<file path="src/dsdv_pkg.sv">
// shared types and constants for the dsdv route table update block
package dsdv_pkg;

  localparam int NODE_W   = 6;
  localparam int SEQ_W    = 32;
  localparam int PCOST_W  = 16;
  localparam int PADDR_W  = 3;
  localparam int PDATA_W  = 32;

  // opcodes
  localparam logic [1:0] OP_ADVERT   = 2'd0;
  localparam logic [1:0] OP_SET_LINK = 2'd1;
  localparam logic [1:0] OP_READ     = 2'd2;

  // result status codes
  localparam logic [1:0] ST_UPDATED   = 2'd0;
  localparam logic [1:0] ST_NO_CHANGE = 2'd1;
  localparam logic [1:0] ST_UNKNOWN   = 2'd2;
  localparam logic [1:0] ST_READ_DONE = 2'd3;

  // register offsets
  localparam logic [PADDR_W-1:0] REG_SELF_NODE_ID = 3'd0;

  typedef struct packed {
    logic [1:0]         opcode;
    logic [NODE_W-1:0]  neighbor_id;
    logic [NODE_W-1:0]  dest_id;
    logic [SEQ_W-1:0]   seq_in;
    logic [PCOST_W-1:0] cost_in;
  } req_t;

  typedef struct packed {
    logic [1:0]         status;
    logic               route_valid;
    logic [NODE_W-1:0]  next_hop_out;
    logic [SEQ_W-1:0]   seq_out;
    logic [PCOST_W-1:0] cost_out;
  } rsp_t;

  // table lookups for the request in the compute stage
  typedef struct packed {
    logic dst_ok;
    logic nb_ok;
    logic dst_self;
    logic present;
    logic written;
    logic known;
  } flags_t;

  // table writes decided by the compute stage
  typedef struct packed {
    logic route_we;
    logic present_we;
    logic link_we;
  } upd_t;

endpackage

</file>
<file path="src/dsdv_calc.sv">
// update decision and result formatting for one request
module dsdv_calc #(
  parameter int COST_BITS = 16
) (
  input  dsdv_pkg::req_t                  req,
  input  dsdv_pkg::flags_t                flags,
  input  logic [COST_BITS-1:0]            link_cost,
  input  logic [dsdv_pkg::SEQ_W-1:0]      route_seq,
  input  logic [COST_BITS-1:0]            route_cost,
  input  logic [dsdv_pkg::NODE_W-1:0]     route_hop,
  output logic [COST_BITS-1:0]            cost_sum,
  output logic [COST_BITS-1:0]            cost_req,
  output dsdv_pkg::upd_t                  upd,
  output dsdv_pkg::rsp_t                  rsp
);

  localparam logic [COST_BITS-1:0] COST_INF = {COST_BITS{1'b1}};

  logic [COST_BITS:0]            sum_wide;
  logic [dsdv_pkg::SEQ_W-1:0]    cur_seq;
  logic [COST_BITS-1:0]          cur_cost;
  logic [dsdv_pkg::NODE_W-1:0]   cur_hop;
  logic                          replace;

  // cost field taken in its low bits
  assign cost_req = COST_BITS'(req.cost_in);

  // saturating add of advertised and link cost
  assign sum_wide = {1'b0, cost_req} + {1'b0, link_cost};
  assign cost_sum = (sum_wide >= {1'b0, COST_INF}) ? COST_INF : sum_wide[COST_BITS-1:0];

  // a route never written reads as zero
  assign cur_seq  = flags.written ? route_seq  : '0;
  assign cur_cost = flags.written ? route_cost : '0;
  assign cur_hop  = flags.written ? route_hop  : '0;

  // newer sequence, or same sequence with lower cost
  assign replace = (req.seq_in > cur_seq) || ((req.seq_in == cur_seq) && (cost_sum < cur_cost));

  // opcode decode
  always_comb begin
    upd = '0;
    rsp = '0;
    rsp.status = dsdv_pkg::ST_NO_CHANGE;
    unique case (req.opcode)
      dsdv_pkg::OP_ADVERT: begin
        if (!flags.dst_ok || flags.dst_self) begin
          rsp.status = dsdv_pkg::ST_NO_CHANGE;
        end else if (!flags.nb_ok || !flags.known) begin
          rsp.status = dsdv_pkg::ST_UNKNOWN;
        end else begin
          upd.present_we = 1'b1;
          if (replace) begin
            upd.route_we = 1'b1;
            rsp.status   = dsdv_pkg::ST_UPDATED;
          end
        end
      end
      dsdv_pkg::OP_SET_LINK: begin
        upd.link_we = flags.nb_ok;
      end
      dsdv_pkg::OP_READ: begin
        rsp.status = dsdv_pkg::ST_READ_DONE;
        if (flags.dst_ok && flags.present) begin
          rsp.route_valid  = 1'b1;
          rsp.next_hop_out = cur_hop;
          rsp.seq_out      = cur_seq + dsdv_pkg::SEQ_W'(cur_cost == COST_INF);
          rsp.cost_out     = dsdv_pkg::PCOST_W'(cur_cost);
        end
      end
      default: begin
        rsp.status = dsdv_pkg::ST_NO_CHANGE;
      end
    endcase
  end

endmodule

</file>
<file path="src/dsdv_route_table_update.sv">
// top level of the dsdv route table update block
//
// Destination-sequenced distance-vector route table. Each request is one
// advert entry, one link cost setting or one route read, and produces exactly
// one response. A new request can be taken every clock cycle while the response
// side keeps up; the route and link tables are read into registers at the
// accepting edge, and the compare and update run in the compute stage and land
// in the response register when it is free or being taken. While a response
// waits, one more request can sit in the compute stage, after which the input
// stalls. Back-to-back requests to the same entry see each other's writes
// through a forwarding register. The routes and link costs live in tables
// indexed by node id, each with one write and one registered read port;
// present and known flags are flip-flops that reset clears at once, so the
// block is ready right after reset with no clearing pass. self_node_id sits
// at byte offset 0 of the register port and may only be changed while the
// block is idle.
module dsdv_route_table_update #(
  parameter int NODES     = 64,
  parameter int COST_BITS = 16
) (
  input  logic                              clk,
  input  logic                              rst,
  input  logic                              req_valid,
  output logic                              req_ready,
  input  dsdv_pkg::req_t                    req_data,
  output logic                              rsp_valid,
  input  logic                              rsp_ready,
  output dsdv_pkg::rsp_t                    rsp_data,
  input  logic                              psel,
  input  logic                              penable,
  input  logic                              pwrite,
  input  logic [dsdv_pkg::PADDR_W-1:0]      paddr,
  input  logic [dsdv_pkg::PDATA_W-1:0]      pwdata,
  output logic [dsdv_pkg::PDATA_W-1:0]      prdata,
  output logic                              pready
);

  localparam int ID_SPACE = 1 << dsdv_pkg::NODE_W;
  localparam int DEPTH    = (NODES < ID_SPACE) ? NODES : ID_SPACE;
  localparam int IDX_W    = $clog2(DEPTH);
  localparam int RT_W     = dsdv_pkg::SEQ_W + COST_BITS + dsdv_pkg::NODE_W;
  localparam logic [10:0] NODES_L = 11'(NODES);

  // configuration
  logic [dsdv_pkg::NODE_W-1:0] self_node_id;

  // compute stage
  logic               s1_valid;
  dsdv_pkg::req_t     s1_req;
  logic               s1_adv;
  logic               req_fire;
  logic [IDX_W-1:0]   s1_dst_idx;
  logic [IDX_W-1:0]   s1_nb_idx;
  logic [IDX_W-1:0]   in_dst_idx;
  logic [IDX_W-1:0]   in_nb_idx;

  // tables
  logic [RT_W-1:0]      route_mem [DEPTH];
  logic [COST_BITS-1:0] link_mem  [DEPTH];
  logic [RT_W-1:0]      route_rdata;
  logic [COST_BITS-1:0] link_rdata;
  logic [DEPTH-1:0]     route_present;
  logic [DEPTH-1:0]     route_written;
  logic [DEPTH-1:0]     link_known;

  // forwarding of a write made at the same edge as the read
  logic                 rt_fwd_hit;
  logic [RT_W-1:0]      rt_fwd_data;
  logic                 lk_fwd_hit;
  logic [COST_BITS-1:0] lk_fwd_data;

  logic [RT_W-1:0]      route_word;
  logic [COST_BITS-1:0] link_word;
  logic [RT_W-1:0]      route_wdata;
  logic [COST_BITS-1:0] cost_sum;
  logic [COST_BITS-1:0] cost_req;
  dsdv_pkg::flags_t     flags;
  dsdv_pkg::upd_t       upd;
  dsdv_pkg::rsp_t       rsp_next;
  logic                 rt_we;
  logic                 lk_we;

  // register port
  assign pready = 1'b1;
  assign prdata = (paddr[2] == dsdv_pkg::REG_SELF_NODE_ID[2])
                ? dsdv_pkg::PDATA_W'(self_node_id) : '0;

  always_ff @(posedge clk) begin
    if (rst) begin
      self_node_id <= '0;
    end else if (psel && penable && pwrite && pready
                 && paddr[2] == dsdv_pkg::REG_SELF_NODE_ID[2]) begin
      self_node_id <= pwdata[dsdv_pkg::NODE_W-1:0];
    end
  end

  // handshake
  assign s1_adv    = s1_valid && (!rsp_valid || rsp_ready);
  assign req_ready = !s1_valid || s1_adv;
  assign req_fire  = req_valid && req_ready;

  assign in_dst_idx = req_data.dest_id[IDX_W-1:0];
  assign in_nb_idx  = req_data.neighbor_id[IDX_W-1:0];
  assign s1_dst_idx = s1_req.dest_id[IDX_W-1:0];
  assign s1_nb_idx  = s1_req.neighbor_id[IDX_W-1:0];

  always_ff @(posedge clk) begin
    if (rst) begin
      s1_valid <= 1'b0;
    end else if (req_fire) begin
      s1_valid <= 1'b1;
    end else if (s1_adv) begin
      s1_valid <= 1'b0;
    end
  end

  always_ff @(posedge clk) begin
    if (req_fire) begin
      s1_req <= req_data;
    end
  end

  // flag lookups for the request in the compute stage
  always_comb begin
    flags          = '0;
    flags.dst_ok   = {5'b0, s1_req.dest_id} < NODES_L;
    flags.nb_ok    = {5'b0, s1_req.neighbor_id} < NODES_L;
    flags.dst_self = s1_req.dest_id == self_node_id;
    flags.present  = flags.dst_ok && route_present[s1_dst_idx];
    flags.written  = flags.dst_ok && route_written[s1_dst_idx];
    flags.known    = flags.nb_ok && link_known[s1_nb_idx];
  end

  // table words with forwarding
  assign route_word = rt_fwd_hit ? rt_fwd_data : route_rdata;
  assign link_word  = lk_fwd_hit ? lk_fwd_data : link_rdata;

  dsdv_calc #(
    .COST_BITS (COST_BITS)
  ) u_calc (
    .req        (s1_req),
    .flags      (flags),
    .link_cost  (link_word),
    .route_seq  (route_word[RT_W-1 -: dsdv_pkg::SEQ_W]),
    .route_cost (route_word[dsdv_pkg::NODE_W +: COST_BITS]),
    .route_hop  (route_word[dsdv_pkg::NODE_W-1:0]),
    .cost_sum   (cost_sum),
    .cost_req   (cost_req),
    .upd        (upd),
    .rsp        (rsp_next)
  );

  assign rt_we       = s1_adv && upd.route_we;
  assign lk_we       = s1_adv && upd.link_we;
  assign route_wdata = {s1_req.seq_in, cost_sum, s1_req.neighbor_id};

  // route and link tables
  always_ff @(posedge clk) begin
    if (rt_we) begin
      route_mem[s1_dst_idx] <= route_wdata;
    end
    if (req_fire) begin
      route_rdata <= route_mem[in_dst_idx];
    end
  end

  always_ff @(posedge clk) begin
    if (lk_we) begin
      link_mem[s1_nb_idx] <= cost_req;
    end
    if (req_fire) begin
      link_rdata <= link_mem[in_nb_idx];
    end
  end

  // capture a write that lands at the same edge as the read
  always_ff @(posedge clk) begin
    if (rst) begin
      rt_fwd_hit <= 1'b0;
      lk_fwd_hit <= 1'b0;
    end else if (req_fire) begin
      rt_fwd_hit <= rt_we && (s1_req.dest_id == req_data.dest_id);
      lk_fwd_hit <= lk_we && (s1_req.neighbor_id == req_data.neighbor_id);
    end
  end

  always_ff @(posedge clk) begin
    if (req_fire) begin
      rt_fwd_data <= route_wdata;
      lk_fwd_data <= cost_req;
    end
  end

  // present, written and known flags
  always_ff @(posedge clk) begin
    if (rst) begin
      route_present <= '0;
      route_written <= '0;
      link_known    <= '0;
    end else begin
      if (s1_adv && upd.present_we) begin
        route_present[s1_dst_idx] <= 1'b1;
      end
      if (rt_we) begin
        route_written[s1_dst_idx] <= 1'b1;
      end
      if (lk_we) begin
        link_known[s1_nb_idx] <= 1'b1;
      end
    end
  end

  // response register
  always_ff @(posedge clk) begin
    if (rst) begin
      rsp_valid <= 1'b0;
    end else if (s1_adv) begin
      rsp_valid <= 1'b1;
    end else if (rsp_ready) begin
      rsp_valid <= 1'b0;
    end
  end

  always_ff @(posedge clk) begin
    if (s1_adv) begin
      rsp_data <= rsp_next;
    end
  end

  // only a read response carries route fields
  assert property (@(posedge clk) disable iff (rst)
    (rsp_valid && rsp_data.status != dsdv_pkg::ST_READ_DONE) |->
      (!rsp_data.route_valid && rsp_data.next_hop_out == '0
       && rsp_data.seq_out == '0 && rsp_data.cost_out == '0))
    else $error("route fields set on a non-read response");

  // a route write leaves the entry present and written
  assert property (@(posedge clk) disable iff (rst)
    rt_we |=> (route_present[$past(s1_dst_idx)] && route_written[$past(s1_dst_idx)]))
    else $error("route written without its flags");

  // a route is only replaced through a known neighbor
  assert property (@(posedge clk) disable iff (rst)
    rt_we |-> link_known[s1_nb_idx])
    else $error("route replaced through unknown neighbor");

  // an empty compute stage always takes a request
  assert property (@(posedge clk) disable iff (rst)
    !s1_valid |-> req_ready)
    else $error("request refused with empty compute stage");

endmodule
</file>
<file path="config.mk">
export PLATFORM = sky130hd
export DESIGN_NAME = dsdv_route_table_update
export DESIGN_NICKNAME = d
export VERILOG_FILES = /design/src/dsdv_pkg.sv /design/src/dsdv_calc.sv /design/src/dsdv_route_table_update.sv
export SDC_FILE = /design/constraint.sdc
export NUM_CORES = 2
export LEC_CHECK = 0
export BUFFER_PORTS_ARGS = -buffer_cell sky130_fd_sc_hd__buf_2
export CAP_MARGIN = 20
export CORE_MARGIN = 3
export CORE_UTILIZATION = 63
export DETAILED_ROUTE_END_ITERATION = 10
export PLACE_DENSITY = 0.81
export REMOVE_ABC_BUFFERS = 1
export SKIP_CTS_REPAIR_TIMING = 1
export SLEW_MARGIN = 5
export SYNTH_ARGS = -nofsm -noshare
export SYNTH_HDL_FRONTEND = slang
export SYNTH_MEMORY_MAX_BITS = 65536
export SYNTH_SLANG_ARGS = --single-unit
</file>
<file path="constraint.sdc">
create_clock -name clk -period 13.5 [get_ports clk]
set_input_delay 3.375 -clock clk [delete_from_list [all_inputs] [get_ports clk]]
set_output_delay 3.375 -clock clk [all_outputs]
set_load 0.01 [all_outputs]
</file>
== Word-level counts from Yosys, hierarchy flattened ==
Memories as Yosys holds them, arrays and structs flattened. A register that Yosys moved wholly into a read port is not among the register bits.
Cells that the tools add are included.
Storage, ports and cells
  memories: 2
  word-level logic and storage cells: 100
  RAM bits: 4480
  input port bits: 104
  bits in registers: 391
Cells by class
  multiplexer cells: 35
  equality and inequality tests: 7
  bitwise gates (word level): 4
  $lt $le $gt $ge: 7
  reductions and logical operators: 23
  add/subtract/negate cells: 2
Memory list
  route_mem: words 64, width 54, rd ports 1, clocked after Yosys merged registers in 1, write ports 1, RTL line dsdv_route_table_update.sv:58  | logic [RT_W-1:0] route_mem [DEPTH];
  link_mem: words 64, width 16, rd ports 1, clocked after Yosys merged registers in 1, write ports 1, RTL line dsdv_route_table_update.sv:59  | logic [COST_BITS-1:0] link_mem [DEPTH];
Operators by type and width (number)
  OR 64 bit: 3
  two-way mux 55 bit: 1
  two-way mux 54 bit: 1
  two-way mux 16 bit: 3
  adder 32 x 1 -> 32 bit: 1
  equality test 32 bit: 1
  > comparator 32 bit: 1
  two-way mux 32 bit: 1
  binary-select mux 1 bit (select 6 bit): 3
  equality test 6 bit: 3
  adder 16 x 16 -> 17 bit: 1
  greater-or-equal comparator 17 x 16 -> 1 bit (second input constant): 1
  equality test 16 bit (second input constant): 1
  < comparator 16 bit: 1
  two-way mux 1 bit: 16
  < comparator 6 x 7 -> 1 bit (second input constant): 2
  logical AND 1 bit: 13
  demux 1 bit (select 6 bit): 2
  greater-or-equal comparator 6 x 1 -> 1 bit (second input constant): 2
  two-way mux 6 bit: 2
  two-way mux 2 bit: 5
  case mux 2 bit (2 select lines): 1
  nonzero test 2 bit: 2
  logical OR 1 bit: 3
  other kinds (7): 8

== Longest topological paths before layout ==
  depth after elaboration: 14
  mapped depth: 24

== Modules after synthesis ==
Synthesis repeated with hierarchy kept, for this count alone.
Second synthesis, totals
  cells, all modules: 9309
  area total of the unflattened synthesis: 191478.6 um2
Modules (own cells, without submodules)
  dsdv_route_table_update: area each 188246.8 um2, cells an instance 8830, instances 1
  dsdv_calc: area each 3231.8 um2, cells an instance 479, instances 1

== Worst setup path after synthesis ==
OpenSTA, ideal clock, no wires.
  kind: flip-flop to flip-flop
  start point: register lk_fwd_hit
  end point: memory route_mem[58][0] (netlist name) (enable)
  stages on the path, launching flop included: 18
  library setup time: 532 ps
  clock period less this slack: 11128 ps
  data arrival time: 10596 ps
  slack: 2372 ps
  cells stage by stage: dfxtp_1 -> clkbuf_1 -> buf_1 -> mux2_2 -> ha_1 -> fa_1 -> a211oi_1 -> o21bai_1 -> a211o_1 -> o21ba_2 -> o21ai_0 -> ha_1 -> a21o_1 -> a21oi_1 -> o21ai_0 -> o21ba_2 -> clkbuf_1 -> nor3_1
On the way
  cells in the longest elaborated chain, start to end: 14
Ends and longest elaborated chain
  from (decl): RTL line dsdv_route_table_update.sv:69  | logic lk_fwd_hit;
  from (signal assigned): RTL line dsdv_route_table_update.sv:183  | lk_fwd_hit <= lk_we && (s1_req.neighbor_id == req_data.neighbor_id);
  two-way mux 16 bit (*): RTL line dsdv_route_table_update.sv:136  | assign link_word = lk_fwd_hit ? lk_fwd_data : link_rdata;
  adder 16 x 16 -> 17 bit (*): RTL line dsdv_calc.sv:29  | assign sum_wide = {1'b0, cost_req} + {1'b0, link_cost};
  greater-or-equal comparator 17 x 16 -> 1 bit: RTL line dsdv_calc.sv:30  | assign cost_sum = (sum_wide >= {1'b0, COST_INF}) ? COST_INF : sum_wide[COST_BITS-1:0];
  two-way mux 16 bit (*): RTL line dsdv_calc.sv:30
  named net cost_sum[14]: RTL line dsdv_route_table_update.sv:75  | logic [COST_BITS-1:0] cost_sum;
  < comparator 16 bit (*): RTL line dsdv_calc.sv:38  | assign replace = (req.seq_in > cur_seq) || ((req.seq_in == cur_seq) && (cost_sum < cur_cost));
  logical AND 1 bit (*): RTL line dsdv_calc.sv:38
  logical OR 1 bit (*): RTL line dsdv_calc.sv:38
  two-way mux 1 bit (*): RTL line dsdv_calc.sv:53  | if (replace) begin
  two-way mux 2 bit (*): RTL line dsdv_calc.sv:49  | end else if (!flags.nb_ok || !flags.known) begin
  two-way mux 2 bit (*): RTL line dsdv_calc.sv:47  | if (!flags.dst_ok || flags.dst_self) begin
  two-way mux 2 bit (*): RTL line dsdv_calc.sv:45  | unique case (req.opcode)
  logical AND 1 bit (*): RTL line dsdv_route_table_update.sv:153  | assign rt_we = s1_adv && upd.route_we;
  two-way mux 1 bit (*): RTL line dsdv_route_table_update.sv:159  | if (rt_we) begin
  two-way mux 1 bit (not written as such) (*): RTL line dsdv_route_table_update.sv:160  | route_mem[s1_dst_idx] <= route_wdata;
  to (decl): RTL line dsdv_route_table_update.sv:58
Mark *: on every way through the listed nets, which the timed path passes. The rest lies on a longest branch.

== Final worst setup path ==
  start point: register lk_fwd_hit
  end point: memory route_mem[24][6] (netlist name) (enable)
The elaborated chain is that of the path after synthesis.

==> metrics.csv <==
metric,value,unit
outcome,"finished, final reports clean",
std_cell_rows,201,
ys_ff_latch,4941,
p_total,32400,uW
antenna_found_initial,31,
wirelength,547000,um
first_pass_iters,8,
yosys_warnings,0,
p_clk_share,41.1,%
worst_path_max_delay_cell,dfxtp_1,
slowest_delay,0.85,ns
drc_errors,0,
hold_viol,0,
core_area,0.300,mm2
dieArea,0.309,mm2
seqPwrFrac,53.1,%
cp.arrival,10.30,ns
drive_gt1_share,30.6,%
clk_pin_slew_worst_paths,0.06,ns
tightest_slew,1.29,ns
finClkSkew,0.0964,ns
insertion_delay,1.02,ns
clock-sinks,4941,
viasPerCell,7.52,
ys_types,84,
fin_crit,9.71,ns
criticalPathCategory,register to register,
synth_area,0.190,mm2
seq_area,0.146,mm2
rsz0062_at_grt,false,
intPower,25200,uW
fin_nets,8883,
synth_edf_count,4739,
p_leak,0.0662,uW
critPathRequiredTime,14.08,ns
hp-class,register to register,
end_kind,register,
fillers,15700,
seq_area_frac_synth,76.9,%
synth.avg_cell_area,23.1,um2
die_width,556,um
crit_path_cell_trace,mux2_2 > ha_1 > fa_1 > a211oi_1 > o21bai_1 > a21oi_1 > o21bai_1 > a211oi_1 > a22o_1 > xor2_1 > nand2_2 > ha_1 > a21o_1 > a21o_1 > a21oi_1 > o21ai_0 > nor2_1 > a41o_1 > nand2_2 > nor2_4 > buf_4 > buf_4,
drt-initial-drc-count,17700,
cellPowerDensity,152,mW/mm2
grt_remaining_overflow,0,
grt_usage,35.5,%
async_reset_ff_share,0,%
initial_core_util,63.4,%
wl_per_cell,41.8,um
cts_made_buffers,458,
fmax,103,MHz
maxSlewViolCount,0,
grt_max_degree,146,
grt_pass1_vias,99100,
pwr-share-comb,5.9,%
ir_worst_vdd,0.000189,V
grt_pass1_wl,763000,um
yosys_most_used_dff,edfxtp_1,
portBuffers,140,
relSlewSlack,13.7,%
sw_frac_of_total,22.1,%
switchingPower,7150,uW
dp_cells,12200,
max_cap_viol_count,0,
finalNonFillerCells,13100,
synth_top_area_share,74.8,%
cp_num_buf_inv,2,
io-pin-count,196,
place_congestion,0.877,
holdWs,0.472,ns
synth_most_common_cell,edfxtp_1,
tns,0,ns
synthCells,8256,
finalSetupViolCount,0,
crit_fanout,22,
yosys.area.top_type,edfxtp_1,
clockRootBuffer,clkbuf_16,
synth_area_leaders,"edfxtp_1 (75%), mux4_2 (17%), dfxtp_1 (2.1%)",
htree_num_levels,5,
die_h,556,um
start_kind,register,
hpwl,264000,um
via_count,98400,
cts_tree,yes,
syn_to_final_growth,11.7,%
cpLargestDelayFamily,compound AO/OA/AOI/OAI gates,
cts.path.max_buffers,4,
final.period_utilization,72.0,%
postRouteAntennaNets,0,
multi_input_area,0.0423,mm2
synth_common_cells,"edfxtp_1 (4,739), mux4_2 (1,473), nor2_1 (377), clkbuf_1 (255), dfxtp_1 (202)",
## final timing paths
check / start / endpoint / slack, ns / depth (start not counted)
max: lk_fwd_hit / route_mem[24][6] / 3.79 / 22
min: route_present[23] / route_present[23] / 0.47 / 2
max reg2reg: lk_fwd_hit / route_mem[24][6] / 3.79 / 22
min reg2reg: route_present[23] / route_present[23] / 0.47 / 2
## cell usage in the layout, fill, tap and decap left out, types with 28 or more instances in the layout
| cell | synthesis | routed |
|---|---|---|
| clkinv_1 | 1 | 97 |
| ha_1 | 65 | 65 |
| mux4_2 | 1473 | 1473 |
| bufinv_16 | 0 | 53 |
| mux2_2 | 72 | 72 |
| o22ai_1 | 61 | 61 |
| clkbuf_1 | 255 | 104 |
| nor2_4 | 0 | 56 |
| xnor2_1 | 33 | 33 |
| nand3_1 | 28 | 28 |
| clkinv_2 | 0 | 87 |
| clkbuf_16 | 0 | 462 |
| buf_4 | 39 | 265 |
| inv_1 | 86 | 84 |
| buf_2 | 35 | 130 |
| o21ai_0 | 44 | 39 |
| dfxtp_1 | 202 | 201 |
| edfxtp_1 | 4739 | 4739 |
| a21oi_1 | 91 | 91 |
| nand2_1 | 112 | 101 |
| mux2i_1 | 56 | 56 |
| nor2_1 | 377 | 321 |
## final cells by class
cell class | instances | share of cell area [%]
Tap cell | 3958 | 2.33
Clock buffer | 582 | 5.72
Inverter | 87 | 0.158
Antenna cell | 23 | 0.0271
Timing Repair Buffer | 434 | 1.61
Multi-Input combinational cell | 2791 | 19.9
Sequential cell | 4941 | 68.8
Clock inverter | 277 | 1.45
## sequential cells by signal, summed over array words and instances (netlist names)
signal and count:
route_mem 3456, link_mem 1024, link_known 64, route_present 64, route_written 64, rsp_data 57
route_rdata 54, rt_fwd_data 54, route_wdata 32, s1_req 18, link_rdata 16, lk_fwd_data 16
s1_dst_idx 6, s1_nb_idx 6, self_node_id 6, lk_fwd_hit 1, rsp_valid 1, rt_fwd_hit 1
s1_valid 1
## layer usage
metal | routed length, um | up-vias | part of all wire, % | track usage (%)
met2 | 262000 | 9715 | 48 | 55.7
met4 | 36200 | 20 | 6.6 | 18.4
met5 | 146 | - | 0.027 | 0
met3 | 75900 | 2109 | 14 | 9.96
li1 | - | 35900 | - | -
met1 | 172000 | 50700 | 32 | 46.3
## tightest hold or removal path: cells and delay by family, from the launching register on
family | cells | cell delay (ns)
compound gates | 1 | 0.04
simple gates | 1 | 0.07
flops | 1 | 0.33
## through the flow
stage               utilization (%)  setup WS, ns  cell area (um2)
floorplan                         -          2.74           188000
global placement               65.6          3.97           197000
detailed placement             65.6          3.80           197000
CTS                            70.7          3.38           212000
global route                   70.8          3.72           213000
finish                         70.8          3.79           213000
## power groups by stage
stage	sequential (uW)	combinational [uW]	clock, uW
floorplan	17600	839	0
global placement	17500	1680	0
detailed placement	17500	1760	0
CTS	17200	1830	13300
global route	17200	1960	13800
finish	17200	1890	13300
## cell families after synthesis
family                     count (synthesis)  share of synthesized area [%]
and+or+nand+nor                          671                           1.58
buffers and inverters                    549                           1.24
other                                      2                        0.00395
muxes                                   1605                           18.2
DFF                                     4941                           76.9
adders and majority gates                 66                          0.438
xor gates and xnor gates                  58                          0.267
AOI/OAI and AO/OA                        364                           1.37
No activity file was read; power rests on OpenSTA's default activity.
